`src/design/tpte_pkg.sv`:
```
`timescale 1ns / 1ps
package tpte_pkg;

  localparam int NUM_TABLES = 16;
  localparam int IDX_W      = 10;
  localparam int SLOT_W     = $clog2(NUM_TABLES);
  localparam int USED_W     = $clog2(NUM_TABLES + 1);
  localparam int TBL_AW     = SLOT_W + IDX_W;
  localparam int PFN_W      = 20;

  localparam int BIT_PRESENT = 0;
  localparam int BIT_WRITE   = 1;
  localparam int BIT_USER    = 2;
  localparam int BIT_LARGE   = 7;

  typedef enum logic [1:0] {
    OP_MAP   = 2'd0,
    OP_UNMAP = 2'd1,
    OP_XLATE = 2'd2,
    OP_SETFL = 2'd3
  } op_e;

  typedef enum logic [1:0] {
    STS_OK       = 2'd0,
    STS_OOM      = 2'd1,
    STS_NOTFOUND = 2'd2,
    STS_FAIL     = 2'd3
  } status_e;

  typedef enum logic [2:0] {
    ST_INIT,
    ST_IDLE,
    ST_PDE,
    ST_PTE,
    ST_CLEAR,
    ST_RESP
  } state_e;

  typedef struct packed {
    logic [1:0]  opcode;
    logic [31:0] virt_addr;
    logic [31:0] phys_addr_in;
    logic [2:0]  access_flags;
  } in_item_t;

  typedef struct packed {
    logic [1:0]  status;
    logic [31:0] phys_addr_out;
  } out_item_t;

  typedef struct packed {
    op_e              op;
    logic [IDX_W-1:0] di;
    logic [IDX_W-1:0] ti;
    logic [21:0]      offset;
    logic [PFN_W-1:0] frame;
    logic [1:0]       acc;
  } cmd_t;

endpackage

```
`src/design/tpte_front.sv`:
```
`timescale 1ns / 1ps
module tpte_front (
  input  logic              clk_i,
  input  logic              rst_ni,
  input  logic              in_valid_i,
  output logic              in_stall_o,
  input  tpte_pkg::in_item_t in_item_i,
  output logic              cmd_valid_o,
  input  logic              cmd_pop_i,
  output tpte_pkg::cmd_t    cmd_o
);
  import tpte_pkg::*;

  cmd_t       fifo_q [2];
  logic       wr_ptr_q, rd_ptr_q;
  logic [1:0] cnt_q;
  logic       push, pop;
  cmd_t       cmd_new;

  always_comb begin
    cmd_new.op     = op_e'(in_item_i.opcode);
    cmd_new.di     = in_item_i.virt_addr[31:22];
    cmd_new.ti     = in_item_i.virt_addr[21:12];
    cmd_new.offset = in_item_i.virt_addr[21:0];
    cmd_new.frame  = in_item_i.phys_addr_in[31:12];
    cmd_new.acc    = {in_item_i.access_flags[BIT_USER], in_item_i.access_flags[BIT_WRITE]};
  end

  assign in_stall_o  = (cnt_q == 2'd2);
  assign push        = in_valid_i && !in_stall_o;
  assign pop         = cmd_pop_i && (cnt_q != 2'd0);
  assign cmd_valid_o = (cnt_q != 2'd0);
  assign cmd_o       = fifo_q[rd_ptr_q];

  always_ff @(posedge clk_i or negedge rst_ni) begin
    if (!rst_ni) begin
      wr_ptr_q <= 1'b0;
      rd_ptr_q <= 1'b0;
      cnt_q    <= 2'd0;
    end else begin
      if (push) wr_ptr_q <= !wr_ptr_q;
      if (pop) rd_ptr_q <= !rd_ptr_q;
      cnt_q <= cnt_q + {1'b0, push} - {1'b0, pop};
    end
  end

  always_ff @(posedge clk_i) begin
    if (push) fifo_q[wr_ptr_q] <= cmd_new;
  end

endmodule

```
`config.mk`:
```
export PLATFORM = sky130hd
export DESIGN_NAME = tpte_front
export DESIGN_NICKNAME = d
export VERILOG_FILES = /design/src/design/tpte_pkg.sv /design/src/design/tpte_front.sv
export SDC_FILE = /design/constraint.sdc
export NUM_CORES = 1
export LEC_CHECK = 0
export CAP_MARGIN = 5
export CORE_UTILIZATION = 33
export DETAILED_ROUTE_END_ITERATION = 8
export DONT_BUFFER_PORTS = 1
export SYNTH_ARGS = -nofsm -noshare
export SYNTH_HDL_FRONTEND = slang
export SYNTH_SLANG_ARGS = --single-unit
```
`constraint.sdc`:
```
create_clock -name clk_i -period 4.1 [get_ports clk_i]
set_input_delay 0.205 -clock clk_i [delete_from_list [all_inputs] [get_ports clk_i]]
set_output_delay 0.205 -clock clk_i [all_outputs]
set_load 0.02 [all_outputs]
```
Word-level counts from Yosys, hierarchy flattened:

Memory sizes are Yosys's and may differ from the RTL's.
Cells that the tools add are included.

* output and inout bits: 68
* input bits: 73
* flip-flop bits (word level): 4
* logic and storage cells: 15
* memories: 1
* RAM bits: 132

* reductions and logical operators: 6
* $add $sub $neg: 2
* multiplexer cells: 2
* eq/ne operators: 1

Memories
* fifo_q: words 2, bits a word 66, rd ports 1, clocked after memory_dff 0, write ports 1, RTL line tpte_front.sv:14 `cmd_t fifo_q [2];`

Operator list (number)
* 1-bit zero test: 3
* 2-bit by 1-bit adder with 2-bit output: 1
* 2-bit equality test, second input constant: 1
* 1-bit logical AND: 2
* 1-bit two-way mux: 2
* 2-bit nonzero test: 1
* 2-bit by 1-bit subtractor with 2-bit output: 1

Depth between registers and ports, before layout:

* word-level depth: 5
* gate-level depth with buffers: 7
* mapped depth without buffers: 7

Worst setup path before layout:

OpenSTA, ideal clock, no wires.

* path kind: register -> register
* start point: register cnt_q[1]
* end point: memory fifo_q[0][0] in the netlist's numbering, enable pin
* period minus slack after synthesis: 3.405 ns
* path buffers: 0
* stages on the path, launching flop included: 4
* path slack: 0.695 ns
* data arrival time: 2.935 ns
* data required time: 3.630 ns
* setup time: 0.470 ns
* cell sequence: dfrtp_1 > nand2b_1 > nand2_1 > nor2_1

* longest elaborated chain between the ends: 5

Ends and longest elaborated chain
* start, declared: RTL line tpte_front.sv:16 `logic [1:0] cnt_q;`
* start signal, assigned: RTL line tpte_front.sv:43 `cnt_q <= cnt_q + {1'b0, push} - {1'b0, pop};`
* 2-bit equality test: RTL line tpte_front.sv:29 `assign in_stall_o = (cnt_q == 2'd2);`
* 1-bit zero test: RTL line tpte_front.sv:30 `assign push = in_valid_i && !in_stall_o;`
* 1-bit logical AND: RTL line tpte_front.sv:30
* 1-bit two-way mux: RTL line tpte_front.sv:48 `if (push) fifo_q[wr_ptr_q] <= cmd_new;`
* 1-bit two-way mux (not written as such): RTL line tpte_front.sv:48
* end, declared: RTL line tpte_front.sv:14

No other way between the ends.

==> metrics.txt <==
Hold WC Path Type=in -> reg; Post-Syn Area=around 0.0044 sq mm; Final Slew Violations=0; Die Y=about 120 um; Avg Cell Area, Syn=~22 sq um; first-pass GRT wire length=11,200 um; Cells after Synth=around 200; global route overflow=0; final wirelength=between 7000 and 8000 um; met3 usage=0.0552; CTS Buf Count=17; Die W=about 120 um; placed cells=361; Via-to-Cell Ratio=~4.4; DR DRC count=0; CP endpoint kind=output port; period utilization=0.541; final setup fails=0; maximum clock path buffer count=2; Post-Syn Nets=approximately 280; Worst Path Buf+Inv=0; vias in the first global route=between 2k and 2.5k; clock skew=~0.005 ns; Vias=around 2k; WS Path Type=reg -> out; cell-internal power=roughly 3.1 mW; IO Pins=141; Routed Antenna Nets=0; pin count of the biggest net entering global routing=58; Core Area=between 0.01 and 0.015 sq mm; clock sinks=~120; crit-path max FO=57; WHS Path Cells=2; mux cell area share after synthesis=0.168; area fraction in compound gates after synthesis=0; Routability Congestion=approximately 0.65; Register-to-Register Path Depth=4; status=finished clean; drt first-iter violations=~110; Die Area=~0.014 sq mm; cell family with most CP delay=flip-flops; area occupied by multi-input gates=845 sq um; Worst Path Required=~3.9 ns; met1 Usage GRT=0.111; CP max-delay cell=dfrtp_4; n_diodes=0; Adder-Cell Fraction of Synth Area=0.00564; VDD IR-drop max=roughly 0.52 mV; clock root buffer=clkbuf_16; synth-to-layout area growth=29.6%; Clock power frac=0.340; setup TNS=0 ns; port bufs=0; unrepaired setup endpoints after global routing=no; crit path cell chain=mux2_2; Worst path max stage delay=around 1.1 ns; crit path launch type=flip-flop; Setup WS post-layout=around 1.9 ns; FF/Latch Area=around 0.0035 sq mm; final hold vios=0; #FFs+latches synth=roughly 120; Synth Area in Simple Gates=0.00733; crit path time final=2.22 ns; setup bufs post-CTS=0; Filler Cells Inserted=between 1k and 1.5k; clk slew on worst S/H paths=0.05 ns; CTS tree=built; GR met2 Demand/Resource=0.188; Place WS=between 1.5 and 2 ns; htree depth=4; initial antenna violation count=0; row count=41; Nets=between 300 and 400; hold_ws=~0.061 ns; grt peak-use layer=met2; XOR/XNOR Fraction of Synth Area=0.00790; clk_lat worst skew=about 0.40 ns; share of cells above drive strength 1=0.317; Least-Margin Pin Slew=0.957 ns; Gate power share=0.256; post-cts sizing count=0; Post-DP HPWL=roughly 4300 um; Psw=1.38 mW; drt first pass iters=5; synth warn=0; largest family of logic cells by synthesized area=multiplexers; Pwr Density=between 700 and 800 mW/mm^2; relative slew slack=0.362; WL per Instance=between 15 and 20 um; Flop pwr share=0.404; total stage count of the critical path=1; Pleak=2.04 nW; Worst EP arrival=2.01 ns; Tot GR Track Use=0.111; fin cells=450; Seq/Total Area, Yosys=0.781; Max Fclk=~450 MHz; number of max-cap violations=0; Initial Utilization=0.345; Distinct cells, synth=17; Net Sw Frac=0.304
[per-stage QoR]
| stage | utilization | cell area, sq um | power (mW) |
|---|---|---|---|
| 4_1_cts | 0.446 | 5750 | 4.61 |
| 3_5_place_dp | 0.354 | 4560 | 3.00 |
| 6_report | 0.446 | 5750 | 4.53 |
| 2_1_floorplan | - | 4440 | 2.90 |
| 5_1_grt | 0.446 | 5750 | 4.72 |
| 3_3_place_gp | 0.354 | 4560 | 2.98 |
[power by group through the flow]
stage / logic (mW) / clock network (mW) / registers, mW
after floorplan: 1.19 / 0 / 1.71
after global placement: 1.13 / 0 / 1.85
after detailed placement: 1.13 / 0 / 1.86
after CTS: 1.19 / 1.58 / 1.84
after global routing: 1.22 / 1.63 / 1.87
final: 1.16 / 1.54 / 1.83
[logic make-up after synthesis]
logic type / Yosys count
xor+xnor: 4
fa+ha+maj: 2
buf+inv: 18
flops: 116
mux: 56
simple gates: 6
[layout by cell type (no fill, tap or decap), types with 2 or more instances in the layout]
| master | count |
|---|---|
| edfxtp_1 | 112 |
| dlygate4sd3_1 | 57 |
| mux2_4 | 30 |
| mux2_2 | 26 |
| clkbuf_16 | 17 |
| bufinv_16 | 5 |
| clkinv_1 | 4 |
| xnor2_1 | 3 |
| clkinv_2 | 3 |
| dfrtp_1 | 3 |
| buf_4 | 3 |
| inv_1 | 2 |
| ha_1 | 2 |
| clkbuf_1 | 2 |
[final cells by class]
| cell class | instances | share of cell area |
|---|---|---|
| Inverter | 2 | 0.00131 |
| Tap cell | 172 | 0.0374 |
| Sequential cell | 116 | 0.603 |
| Clock inverter | 13 | 0.0327 |
| Clock buffer | 19 | 0.0753 |
| Multi-Input combinational cell | 68 | 0.147 |
| Timing Repair Buffer | 60 | 0.103 |
[path summary, 6_finish.rpt]
| path | from | end | slack, ns |
|---|---|---|---|
| worst max-delay path | rd_ptr_q | cmd_o[38] | 1.88 |
| worst min-delay path | cmd_pop_i | rd_ptr_q | 0.06 |
| worst max register to register | cnt_q[1] | fifo_q[0][60] | 1.94 |
| worst min register to register | cnt_q[1] | cnt_q[1] | 0.50 |
| max in group asynchronous | rst_ni | rd_ptr_q | 3.82 |
| min in group asynchronous | rst_ni | wr_ptr_q | 0.08 |
[routing by layer]
layer,share of wire,vias up
li1,-,900
met1,0.39,995
met2,0.52,92
met3,0.066,14
met4,0.019,0
met5,0,-
[synthesized netlist by cell type]
library cell  instances  area (sq um)
edfxtp_1            112          3360
mux2_4               30           450
mux2_2               26           293
buf_4                10          75.1
buf_6                 4          45.0
dfrtp_1               4           100
xnor2_1               3          26.3
buf_2                 2          10.0
ha_1                  2          25.0
inv_1                 2          7.51
and2_1                1          6.26
and3_1                1          6.26
nand2_1               1          3.75
nand2b_1              1          6.26
nor2_1                1          3.75
or2_1                 1          6.26
xor2_1                1          8.76
[flip-flops by register name (all words and copies together) (netlist names)]
| name | count |
|---|---|
| cnt_q | 2 |
| fifo_q | 112 |
| rd_ptr_q | 1 |
| wr_ptr_q | 1 |
[repair_timing]
action	in CTS	in global routing
hold endpoints to repair	116	0
hold buffers	57	0
endpoints found under the setup margin	0	0
No activity file was read; power rests on OpenSTA's default activity.
